<file path="src/rtl/stto_ram.sv">
// Generic single-write, single-read RAM with registered read data.
`default_nettype none

module stto_ram #(
  parameter int WIDTH = 32,
  parameter int DEPTH = 64,
  localparam int AW = (DEPTH > 1) ? $clog2(DEPTH) : 1
) (
  input  logic             clk_i,
  input  logic             we_i,
  input  logic [AW-1:0]    waddr_i,
  input  logic [WIDTH-1:0] wdata_i,
  input  logic [AW-1:0]    raddr_i,
  output logic [WIDTH-1:0] rdata_o
);

  logic [WIDTH-1:0] mem_q [DEPTH];

  always_ff @(posedge clk_i) begin
    if (we_i) begin
      mem_q[waddr_i] <= wdata_i;
    end
    rdata_o <= mem_q[raddr_i];
  end

endmodule

`default_nettype wire

</file>
<file path="config.mk">
export PLATFORM = sky130hd
export DESIGN_NAME = stto_ram
export DESIGN_NICKNAME = d
export VERILOG_FILES = /design/src/rtl/stto_ram.sv
export SDC_FILE = /design/constraint.sdc
export NUM_CORES = 2
export LEC_CHECK = 0
export BUFFER_PORTS_ARGS = -buffer_cell sky130_fd_sc_hd__buf_2
export CORE_MARGIN = 8
export CORE_UTILIZATION = 45
export CTS_BUF_LIST = sky130_fd_sc_hd__clkbuf_16
export DETAILED_ROUTE_END_ITERATION = 8
export GPL_TIMING_DRIVEN = 0
export SLEW_MARGIN = 10
export SYNTH_ARGS = -nofsm -noshare
export SYNTH_HDL_FRONTEND = slang
export SYNTH_SLANG_ARGS = --single-unit
</file>
<file path="constraint.sdc">
create_clock -name clk_i -period 3.2 [get_ports clk_i]
set_input_delay 0.16 -clock clk_i [delete_from_list [all_inputs] [get_ports clk_i]]
set_output_delay 0.16 -clock clk_i [all_outputs]
set_load 0.01 [all_outputs]
</file>
After elaboration in Yosys (flattened, before gate mapping):

Memory sizes are Yosys's and may differ from the RTL's. A register that Yosys moved wholly into a read port is not among the register bits.
Cells that the tools add are included.

* word-level logic and storage cells: 3
* output and inout bits: 32
* bits of input ports: 46
* memory bits (writable): 2048
* flip-flop bits (word level): 0
* memories kept: 1

* multiplexer cells: 2

Memory list
* mem_q: words 64, width 32, read ports 1, clocked after memory_dff 1, wr ports 1, RTL line 17 `logic [WIDTH-1:0] mem_q [DEPTH];`

Operator list (number)
* 1-bit two-way mux: 2

Depth between registers and ports, before layout:

* depth after elaboration: 2
* depth in mapped cells: 10

Worst setup path after synthesis:

OpenSTA, ideal clock, no wires.

* kind: in2reg
* start point: input port waddr_i[3]
* end point: memory mem_q[48][0] (enable)
* arrival time: 2859 ps
* slack: -120 ps
* setup time: 461 ps
* stages: 4
* data required time: 2739 ps
* cells stage by stage: clkbuf_1 -> nor2b_1 -> nand4b_1 -> nor3_1

RTL lines
* start, declared: RTL line 11 `input logic [AW-1:0] waddr_i,`
* end, declared: RTL line 17

No word-level cell before the write port.

==> impl_metrics.toml <==
[place]
place_inst = 5846
hpwl_um = 162000
gp_congestion = 0.872
io_buffers = 69

[outcome]
status = "finished, violations left"
violations = "setup timing"

[route]
drtAntennaViolNets = 0
remaining_drc_errors = 0
num_vias = 39800
totalWireLength_um = 245000
post_drt_via_cell_ratio = 6.36
drtIter0Drc = 6293
wire_per_inst_um = 39.2
drtPass1Iterations = 8

[cells_and_area]
finalNonFillerCells = 6252
drive_gt1_share_pct = 30.7
finish.net_count = 3799
area_growth_pct = 17.2
fillers = 13100
postLayoutCoreUtil_pct = 53.0

[setup_path]
rr_worst_depth = 4
path_depth = 7
crit_fanout = 10
crit_buf_inv = 3
path_delay_family = "buffers and inverters"
worst-setup-path-type = "input port to flip-flop"
cp-start-kind = "input port"
crit_top_cell = "mux4_2"
worstPathCellList = "buf_2 -> clkbuf_1 -> clkdlybuf4s15_1 -> mux4_2 -> mux4_2 -> o22ai_1 -> nor2_1"
slowest_delay_ps = 940
cp.required_ps = 3830
crit_slowest_cell = "clkdlybuf4s15_1"
worstPathArrival_ps = 3950
cp-end-kind = "flip-flop"

[clock_tree]
cts_tree = "built"
clkTransAtPathRegs_ps = 60
numCtsBuffers = 209
cts_root_buf = "clkbuf_16"
clkLatencyLatePin_ps = 850
cts.sinks = 2080
h-tree-depth = 4
cts_setup_buffers = 0
clock_path_buffers = 3

[grt]
grt-ovfl-total = 0
antenna_found_initial = 15
grt_pass1_wl_um = 330000
grt_max_degree = 65
grt_use_total_pct = 25.8
grt_pass1_vias = 38800

[floorplanning]
die_w_um = 434
ioPinCount = 78
core_sq_um = 174000
start_util_pct = 45.2
dieArea_sq_um = 188000
die_h_um = 434
std_cell_rows = 153

[yosys]
synth-seq-area-share_pct = 79.1
synth_nets = 3370
ys_types = 34
netlist_instances = 3324
syn_area_sq_um = 78500
yosys_warnings = 0
synth_seq_cells = 2080
syn_avg_cell_area_sq_um = 23.6

[sta]
layout_setup_ws_ps = -122
hold_viol_final = 0
min_period_ps = 3320
tightest_slew_ps = 1360
drv_slew = 0
relSlewSlack_pct = 9.56
rsz0062_at_grt = "false"
clock_skew_ps = 31.8
setup_violations = 5
timing.fmax_ghz = 0.301
finalCritPeriodShare_pct = 104

[power_and_ir_drop]
p_per_area_nw_per_um2 = 616
p_leak_nw = 28.9
ir_drop_mv = 0.453

[job]
drv_cap = 0

[min_path]
holdPathStages = 1
hold_path.class = "input port to flip-flop"
layout make-up:
type | instances | area (sq um) | area share (%)
sequential | 2080 | 62100 | 67.5
multi-input combinational | 1062 | 16000 | 17.4
clock buffer | 212 | 5310 | 5.76
timing repair buffer | 218 | 3580 | 3.89
tap | 2325 | 2910 | 3.16
clock inverter | 166 | 1140 | 1.23
buffer | 182 | 947 | 1.03
antenna | 7 | 17.5 | 0.0190
metal layers:
layer | GRT usage [%] | share of wire (%)
met2 | 39.7 | 46
met1 | 35.1 | 37
met5 | 0.359 | 0.059
met4 | 10.7 | 4.9
met3 | 7.18 | 12
flip-flops by register name, summed over array words and instances (netlist names):
signal / flops
rdata_o: 32
mem_q: 2048
metrics by stage:
stage	cell area (sq um)	setup TNS, ps	total power [W]	setup WS (ps)	hold slack (ps)
floorplan	78500	0	0.0323	388	259
global placement	81800	-4600610	0.0338	-2680	561
detailed placement	85300	-31300	0.0340	-1530	559
CTS	91800	0	0.0568	9.63	55.6
global route	92000	0	0.0580	0.278	138
finish	92100	-205	0.0567	-122	93.3
cell families (layout without fill, tap and decap cells):
family	Yosys count	count (layout)	share of synthesized area (%)
and+or+nand+nor	223	223	1.27
buffers and inverters	182	778	1.13
DFF	2080	2080	79.1
muxes	637	637	16.8
AOI/OAI and AO/OA	202	202	1.67
other	0	7	0
cells in the mapped netlist:
master	n	share of area [%]
o22ai_1	84	0.67
o221ai_1	27	0.30
mux4_2	544	16
or2_2	1	0.0080
and3_1	4	0.032
nor2_1	137	0.65
buf_4	25	0.24
nand2_1	26	0.12
buf_6	5	0.072
nand3_1	5	0.032
or2_1	1	0.0080
nor3_1	7	0.045
or3b_2	3	0.033
nor2b_1	15	0.12
a22oi_1	12	0.11
buf_2	57	0.36
or2_0	1	0.0080
a21oi_1	62	0.40
nand2b_1	8	0.064
or3_1	3	0.024
dfxtp_1	32	0.82
and2_1	2	0.016
nand4_1	2	0.016
mux2i_1	93	1.2
edfxtp_1	2048	78
nand4b_1	1	0.011
buf_1	21	0.10
o32ai_1	4	0.045
a41o_1	4	0.051
clkbuf_1	74	0.35
a31oi_1	1	0.0080
nand3b_1	5	0.048
a311oi_1	8	0.089
or3b_1	2	0.022
worst register-to-register path, cell delays in order, from the launching register on:
cell and delay, ps:
edfxtp_1 360, mux4_2 490, mux4_2 530, o22ai_1 790, nor2_1 440
power breakdown:
| part | switching [W] | internal [W] | total (W) |
|---|---|---|---|
| clock network | 0.0103 | 0.0130 | 0.0232 |
| registers | 0.0000533 | 0.0302 | 0.0302 |
| logic | 0.00215 | 0.00107 | 0.00322 |
| total | 0.0125 | 0.0442 | 0.0567 |
worst paths after layout:
path	from	end	slack, ps
max reg2reg	mem_q[30][18]	rdata_o[18]	370
min	wdata_i[4]	mem_q[35][4]	90
min reg2reg	mem_q[55][29]	rdata_o[29]	990
max	raddr_i[1]	rdata_o[5]	-120
cells in the final DEF (no fill, tap or decap), types with 15 or more instances in the layout:
| cell type | count |
|---|---|
| a21oi_1 | 50 |
| buf_1 | 15 |
| buf_12 | 67 |
| buf_16 | 57 |
| buf_2 | 104 |
| buf_4 | 48 |
| clkbuf_1 | 56 |
| clkbuf_16 | 212 |
| clkbuf_2 | 18 |
| clkinv_1 | 52 |
| clkinv_2 | 33 |
| dfxtp_1 | 32 |
| dlygate4sd3_1 | 21 |
| edfxtp_1 | 2048 |
| inv_1 | 53 |
| mux2i_1 | 93 |
| mux4_2 | 544 |
| nand2_1 | 25 |
| nor2_1 | 75 |
| nor2_4 | 62 |
| nor2b_1 | 15 |
| o221ai_1 | 27 |
| o22ai_1 | 84 |
repair_timing:
| item | 4_1_cts | 5_1_grt |
|---|---|---|
| hold buffers | 6 | 15 |
| resized for setup | 32 | 4 |
| endpoints found under the setup margin | 18 | 5 |
| endpoints found under the hold margin | 349 | 839 |
| pin swaps | 0 | 0 |
(Power assumes the default switching activity.)
