`src/rtl/stto_pkg.sv`:
```
// Shared types, constants and saturation helpers for the torque observer.
`default_nettype none

package stto_pkg;

  localparam int unsigned Q_W        = 32;
  localparam int unsigned FRAC_W     = 16;
  localparam int unsigned TS_W       = 24;
  localparam int unsigned JIDX_W     = 6;
  localparam int unsigned CFG_IDX_W  = 3;
  localparam int unsigned CFG_DATA_W = 32;

  // Wide working widths: |p_hat derivative| stays below 2^50
  localparam int unsigned MAG_W = 49;
  localparam int unsigned ACC_W = 51;

  // Square root of |e| << 16: 48-bit radicand, 24-bit root, two bits a cycle
  localparam int unsigned RAD_W       = Q_W + FRAC_W;
  localparam int unsigned ROOT_W      = RAD_W / 2;
  localparam int unsigned REM_W       = ROOT_W + 3;
  localparam int unsigned SQRT_STEPS  = 2;
  localparam int unsigned SQRT_CYCLES = ROOT_W / SQRT_STEPS;
  localparam int unsigned SQ_CNT_W    = $clog2(SQRT_CYCLES + 1);

  typedef logic signed [Q_W-1:0] q1616_t;
  typedef logic [Q_W-1:0]        gain_t;
  typedef logic [TS_W-1:0]       tstep_t;
  typedef logic [JIDX_W-1:0]     jidx_t;

  localparam logic OP_STEP  = 1'b0;
  localparam logic OP_CLEAR = 1'b1;

  localparam logic [CFG_IDX_W-1:0] CFG_GAIN_ROOT        = 3'd0;
  localparam logic [CFG_IDX_W-1:0] CFG_GAIN_SIGN        = 3'd1;
  localparam logic [CFG_IDX_W-1:0] CFG_GAIN_SIGN_SCALED = 3'd2;
  localparam logic [CFG_IDX_W-1:0] CFG_GAIN_LINEAR      = 3'd3;
  localparam logic [CFG_IDX_W-1:0] CFG_TIME_STEP        = 3'd4;

  localparam gain_t  RST_GAIN_ROOT        = 32'd65536;
  localparam gain_t  RST_GAIN_SIGN        = 32'd65536;
  localparam gain_t  RST_GAIN_SIGN_SCALED = 32'd0;
  localparam gain_t  RST_GAIN_LINEAR      = 32'd0;
  localparam tstep_t RST_TIME_STEP        = 24'd83886;

  localparam logic [Q_W-1:0] Q_MAX_MAG = {1'b0, {(Q_W-1){1'b1}}};
  localparam logic [Q_W-1:0] Q_MIN_MAG = {1'b1, {(Q_W-1){1'b0}}};

  // True when v does not fit in a signed 32-bit word
  function automatic logic ovf32(input logic signed [ACC_W-1:0] v);
    logic [ACC_W-Q_W:0] hi;
    hi = v[ACC_W-1:Q_W-1];
    return !((&hi) || (~|hi));
  endfunction

  function automatic q1616_t clamp32(input logic signed [ACC_W-1:0] v);
    q1616_t r;
    if (ovf32(v)) begin
      r = v[ACC_W-1] ? q1616_t'(Q_MIN_MAG) : q1616_t'(Q_MAX_MAG);
    end else begin
      r = v[Q_W-1:0];
    end
    return r;
  endfunction

endpackage

`default_nettype wire

```
`src/rtl/stto_isqrt.sv`:
```
// Iterative integer square root, two root bits per cycle.
`default_nettype none

module stto_isqrt
  import stto_pkg::*;
(
  input  logic              clk_i,
  input  logic              rst_ni,
  input  logic              start_i,
  input  logic [RAD_W-1:0]  radicand_i,
  output logic              busy_o,
  output logic [ROOT_W-1:0] root_o
);

  logic [SQ_CNT_W-1:0] cnt_q;
  logic [RAD_W-1:0]    rad_q, rad_d;
  logic [REM_W-1:0]    rem_q, rem_d;
  logic [ROOT_W-1:0]   root_q, root_d;

  always_comb begin
    logic [REM_W-1:0]  r;
    logic [REM_W-1:0]  trial;
    logic [ROOT_W-1:0] q;
    logic [RAD_W-1:0]  x;
    r = rem_q;
    q = root_q;
    x = rad_q;
    for (int k = 0; k < SQRT_STEPS; k++) begin
      // bring down the next two radicand bits
      r     = {r[REM_W-3:0], x[RAD_W-1:RAD_W-2]};
      x     = {x[RAD_W-3:0], 2'b00};
      trial = REM_W'({q, 2'b01});
      if (r >= trial) begin
        r = r - trial;
        q = {q[ROOT_W-2:0], 1'b1};
      end else begin
        q = {q[ROOT_W-2:0], 1'b0};
      end
    end
    rem_d  = r;
    root_d = q;
    rad_d  = x;
  end

  always_ff @(posedge clk_i or negedge rst_ni) begin
    if (!rst_ni) begin
      cnt_q <= '0;
    end else if (start_i) begin
      cnt_q <= SQ_CNT_W'(SQRT_CYCLES);
    end else if (cnt_q != '0) begin
      cnt_q <= cnt_q - 1'b1;
    end
  end

  always_ff @(posedge clk_i) begin
    if (start_i) begin
      rad_q  <= radicand_i;
      rem_q  <= '0;
      root_q <= '0;
    end else if (cnt_q != '0) begin
      rad_q  <= rad_d;
      rem_q  <= rem_d;
      root_q <= root_d;
    end
  end

  assign busy_o = (cnt_q != '0);
  assign root_o = root_q;

endmodule

`default_nettype wire

```
`config.mk`:
```
export PLATFORM = sky130hd
export DESIGN_NAME = stto_isqrt
export DESIGN_NICKNAME = d
export VERILOG_FILES = /design/src/rtl/stto_pkg.sv /design/src/rtl/stto_isqrt.sv
export SDC_FILE = /design/constraint.sdc
export NUM_CORES = 1
export LEC_CHECK = 0
export ABC_AREA = 0
export BUFFER_PORTS_ARGS = -buffer_cell sky130_fd_sc_hd__buf_4
export CAP_MARGIN = 40
export CORE_UTILIZATION = 57
export DETAILED_ROUTE_END_ITERATION = 10
export PLACE_DENSITY = 0.75
export SKIP_CTS_REPAIR_TIMING = 1
export SLEW_MARGIN = 20
export SYNTH_ARGS = -nofsm -noshare
export SYNTH_HDL_FRONTEND = slang
export SYNTH_SLANG_ARGS = --single-unit
```
`constraint.sdc`:
```
create_clock -name clk_i -period 8.2 [get_ports clk_i]
set_input_delay 0.82 -clock clk_i [delete_from_list [all_inputs] [get_ports clk_i]]
set_output_delay 0.82 -clock clk_i [all_outputs]
set_load 0.05 [all_outputs]
```
* Word level (Yosys, flattened, before mapping)
Cells that the tools add are included.
** Storage, ports and cells
- Register bits :: 101
- Input port bits :: 51
- Output and inout bits :: 25
- Word-level logic and storage cells :: 19
** Operators by class
- $add $sub $neg :: 3
- $lt $le $gt $ge :: 2
- Muxes and demuxes :: 8
- Reductions and logical operators :: 2
** Operators by type and width (number)
- $mux W48 :: 2
- $ge A27 B26 Y1 :: 2
- $mux W25 :: 2
- $sub A25 B25 Y25 :: 2
- $mux W4 :: 2
- $reduce_bool A4 Y1 :: 1
- $sub A4 B1 Y4 const B :: 1
- $mux W1 :: 2
- $reduce_bool A2 Y1 :: 1

* Longest topological paths before layout
- Word-level depth :: 4
- Mapped depth :: 26
- Depth with buffers taken out :: 21

* Least setup slack after synthesis
OpenSTA, ideal clock, no wires.
- Path type :: reg-to-reg
- From :: register root_q[22], in the netlist root_o[22]
- To :: register rem_q[20]
- Setup time :: 88 ps
- Arrival :: 5485 ps
- Required time :: 8112 ps
- Path slack :: 2627 ps
- Stages on the path, launching flop included :: 24
- Path buffers :: 4
- Period minus slack after synthesis :: 5573 ps
- Path through :: dfxtp_1 inv_1 ha_1 nand4b_2 or4_4 o41a_4 nand2_4 inv_2 clkbuf_1 buf_1 nand2_1 o21ai_0 ha_1 buf_2 nand4_1 or3_1 or4_1 o2bb2ai_1 nor3_1 o21ai_1 a41o_1 buf_2 nand2_1 a311oi_2
** Between the ends
- Word-level cells in the longest chain between the ends :: 4
- Elaborated cells on any way between the ends :: 7
- Classes of those cells :: add/sub (2); order compare (2); mux (3)
** Ends and longest elaborated chain
- start: declaration :: line stto_isqrt.sv:18 : logic [ROOT_W-1:0] root_q, root_d;
- start signal: assignment :: line stto_isqrt.sv:63 : root_q <= root_d;
- $ge A27 B26 Y1 / $sub A25 B25 Y25 (equally long branches) :: line stto_isqrt.sv:33, stto_isqrt.sv:34
- $mux W25 / $mux W1 (equally long branches) :: line stto_isqrt.sv:33 : if (r >= trial) begin
- $sub A25 B25 Y25 / $ge A27 B26 Y1 (equally long branches) :: line stto_isqrt.sv:34, stto_isqrt.sv:33
- $mux W25 (*) :: line stto_isqrt.sv:33
- end signal: assignment :: line stto_isqrt.sv:62 : rem_q <= rem_d;
- end: declaration :: line stto_isqrt.sv:17 : logic [REM_W-1:0] rem_q, rem_d;
Mark *: on every way between the ends. The rest lies on a longest branch, timed or not.
A chain may end at the register's enable or synchronous reset.

* Final worst setup path
- From :: register root_q[1], in the netlist root_o[1]
- To :: register rem_q[9]
** Between the ends
- Word-level cells in the longest chain between the ends :: 4
- Elaborated cells on any way between the ends :: 7
- Classes of those cells :: add/sub (2); order compare (2); mux (3)
** Ends and longest elaborated chain (line)
- $sub A25 B25 Y25 / $ge A27 B26 Y1 (equally long branches) :: stto_isqrt.sv:34, stto_isqrt.sv:33
- $mux W25 / $mux W1 (equally long branches) :: stto_isqrt.sv:33
- $sub A25 B25 Y25 / $ge A27 B26 Y1 (equally long branches) :: stto_isqrt.sv:34, stto_isqrt.sv:33
- $mux W25 (*) :: stto_isqrt.sv:33
Marks and branches as above.

==> results.txt <==
* Final-report setup violation count: 0
- The count of final hold-check violations was 0.
- Entering global routing, the biggest net connects 62 pins.
- No sink is reached through more buffers than the 2 on the longest clock path.
* CTS tree: done
- The cell family contributing the most delay on the critical path is compound AO/OA/AOI/OAI gates.
* Post-synth design cell area: roughly 7600 µm²
- In the final timing run, aggregate negative setup slack is 0 ns.
- For flop-to-flop paths, the worst setup slack is 1.65 ns.
- Seq cells post-synth: 101
- The tool flagged a number of max-cap violations equal to 0.
* Vias in the first global route: 6425
* Iteration count of the initial detailed-routing pass: 5
* Tcrit/Tclk final: 79.8%
- Yosys printed 0 warnings.
* DRC Markers: 0
* Synth async-reset ratio: under 10%
* Drt first-iter violations: between 500 and 600
* Post-CTS clock slew at the launch and capture registers of the worst setup and hold paths: around 0.07 ns
- After detailed routing, the average wire length per cell comes to between 15 and 20 µm.
- Worst Tran Pin Value: approximately 0.79 ns
- Buffer and inverter count on the worst path: 3
* Final wirelength: 19800 µm
- The worst setup path is captured at a flip-flop.
- Period minus WS final: 6.55 ns
* Cells along the critical path: inv_1, ha_1, and4_1, a21boi_1, o211ai_1, o41a_4, nand2_4, inv_2, nand2_1, o21ai_0, ha_1, nand4_1, or3_1, or4_1, o2bb2ai_1, nor3_1, o21ai_1, a41o_1, buf_4, o311ai_1, a311oi_1
- Clk_lat worst skew: 0.36 ns
- The clock net in this run drives a total of 101 sinks.
- The root buffer cell chosen for the clock tree is clkbuf_16.
* Required time of the worst setup path: 8.47 ns
- Floorplan die area: 13800 µm²
* Ant. Diodes: 0
- The floorplan has roughly 40 rows.
* Number of antenna violations at the first check in global routing: 0
- Initial cell density of the core: 59.2%
* Share of layout cells above drive strength 1: 17.9%
- Die Height: 117 µm
- Relative to the synthesized area, the layout overhead comes to 9.88%.
* Max Clk Rate: 0.153 GHz
* Top Ports: 76
* Count of buffers inserted at the top-level ports: 75
- In the global route stage, overall resource usage came out at a little under 30%.
- Instance count of the mapped netlist: around 880
- The final max-slew violation count is 0.
* Worst path most repeated cell: ha_1
* Remaining antenna violation count: 0
* CTS buffer count: 9
* Slowest cell delay on critical path: 0.59 ns
* Routed via count divided by cell count: 6.15
- The number of nets in the synthesized netlist is 980.
- Sequential fraction of the synthesis area: 33.2%
- The clock arrives with approximately 0.011 ns of skew.
- The critical path is of the reg2reg type.
- The worst setup path is launched from a flip-flop.
- Floorplan die width: 117 µm
- Global-route wire length before repair: 32000 µm
- WP data arrival: 6.82 ns
- Worst slew slack as a fraction of its limit: 47.3%
- Setup repair after global routing missed its margin: false
- The H-tree generated during clock tree synthesis spans 3 levels.
- Summed over all layers, the global routing overflow is 0.
- Peak fanout along the critical path: 36
- At the end of the flow, the number of nets in the layout was 1007.
- Among all flip-flop cells after synthesis, the most frequent one is dfxtp_1.
- Vias after detailed routing: 6641
- In this run the standard cell core region covers 12800 µm².
* Synth cell types: 79
- Hold is met by 0.236 ns.
- Mean area per synthesized cell: 8.68 µm²
- Min-delay worst type: in2async
* Cell at the slowest stage of the critical path: or4_1
- Yosys mapped a number of flops with a built-in enable equal to 48.
- The flow ran to the end, and the final reports show no timing, DRC or antenna violations.
- Placed wire-length estimate: 14400 µm
- At the end of routability-driven placement, the weighted congestion stood at between 0.9 and 1.
registers in the layout, indices dropped and copies added (netlist names):
| signal | count |
|---|---|
| rad_q | 48 |
| rem_q | 25 |
| root_o | 24 |
| cnt_q | 4 |
layer usage:
metal	GRT usage, %	vias up	wire, µm
met5	0	-	0
met4	8.41	0	329
met3	4.70	33	1090
met2	49.4	241	9610
met1	37.9	3156	8720
li1	-	3211	-
cell type report:
class,count,area (µm²)
inverters,46,173
well taps,172,215
multi-input cells,664,4560
repair buffers,80,601
clock inverters,7,56.3
clock buffers,9,225
fillers,1133,4480
flip-flops and latches,101,2520
cells by family after synthesis:
family | count (synthesis) | share of synthesized area (%)
AO/OA/AOI/OAI | 249 | 21.8
adder cells (fa/ha/maj) | 54 | 8.89
multiplexers | 56 | 8.12
flip-flops | 101 | 33.2
AND/OR/NAND/NOR | 268 | 16.9
XOR/XNOR | 37 | 4.27
buffers and inverters | 110 | 6.87
synthesized netlist by cell type, types with 14 or more instances:
| library cell | instances | area [µm²] |
|---|---|---|
| a211oi_1 | 22 | 165 |
| a21o_1 | 18 | 135 |
| a21oi_1 | 91 | 455 |
| buf_4 | 23 | 173 |
| clkbuf_1 | 25 | 93.8 |
| dfxtp_1 | 49 | 981 |
| edfxtp_1 | 48 | 1440 |
| ha_1 | 54 | 676 |
| inv_1 | 44 | 165 |
| mux2_2 | 45 | 507 |
| nand2_1 | 92 | 345 |
| nand3_1 | 16 | 80.1 |
| nand4_1 | 16 | 100 |
| nor2_1 | 66 | 248 |
| nor3_1 | 19 | 95.1 |
| o21ai_0 | 40 | 200 |
| xnor2_1 | 23 | 201 |
| xor2_1 | 14 | 123 |
metrics by stage:
step	utilization, %	instances	worst slack [ns]	cell area [µm²]
6_report	65.1	1079	1.65	8350
2_1_floorplan	-	875	2.63	7600
5_1_grt	65.1	1079	1.25	8350
3_3_place_gp	62.9	1063	2.01	8070
3_5_place_dp	62.9	1063	1.79	8070
4_1_cts	65.1	1079	1.75	8350
worst register-to-register path, cell delays in order (launching register included):
cell and delay (ns):
dfxtp_1 0.37, inv_1 0.09, ha_1 0.38, and4_1 0.27, a21boi_1 0.22, o211ai_1 0.25, o41a_4 0.57, nand2_4 0.34
inv_2 0.28, nand2_1 0.13, o21ai_0 0.15, ha_1 0.51, nand4_1 0.19, or3_1 0.45, or4_1 0.59, o2bb2ai_1 0.16
nor3_1 0.06, o21ai_1 0.28, a41o_1 0.43, buf_4 0.35, o311ai_1 0.14, a311oi_1 0.26
path summary, 6_finish.rpt:
path,startpoint,end,depth (start not counted)
setup / recovery,root_o[1],rem_q[9],21
hold / removal,rst_ni,cnt_q[3],1
setup reg to reg,root_o[1],rem_q[9],21
hold reg to reg,root_o[22],root_o[22],2
max in group asynchronous,rst_ni,cnt_q[1],1
min in group clk_i,root_o[22],root_o[22],2
placed cells by master (no fill, tap or decap), types with 4 or more instances in the layout:
| master | instances |
|---|---|
| nor2b_1 | 12 |
| nor3b_1 | 5 |
| o31ai_1 | 4 |
| o21bai_1 | 7 |
| inv_1 | 43 |
| nand4_1 | 16 |
| and2_1 | 6 |
| a21o_1 | 18 |
| dfxtp_1 | 49 |
| a21oi_1 | 91 |
| nor3_1 | 19 |
| nor2_1 | 66 |
| xor2_1 | 14 |
| nand2b_1 | 6 |
| ha_1 | 54 |
| mux2_2 | 45 |
| nand3b_1 | 7 |
| o211ai_1 | 4 |
| a31oi_1 | 4 |
| buf_4 | 80 |
| clkbuf_16 | 9 |
| a211oi_1 | 22 |
| o21a_1 | 10 |
| edfxtp_1 | 48 |
| xnor2_1 | 23 |
| nand2_1 | 92 |
| or3_1 | 6 |
| o21ai_0 | 40 |
| a211o_1 | 4 |
| mux2i_1 | 11 |
| nand3_1 | 16 |
| dfrtp_1 | 4 |
Power is not shown: default switching activity piles up to over one toggle a cycle in this logic, so the estimate is an artifact.
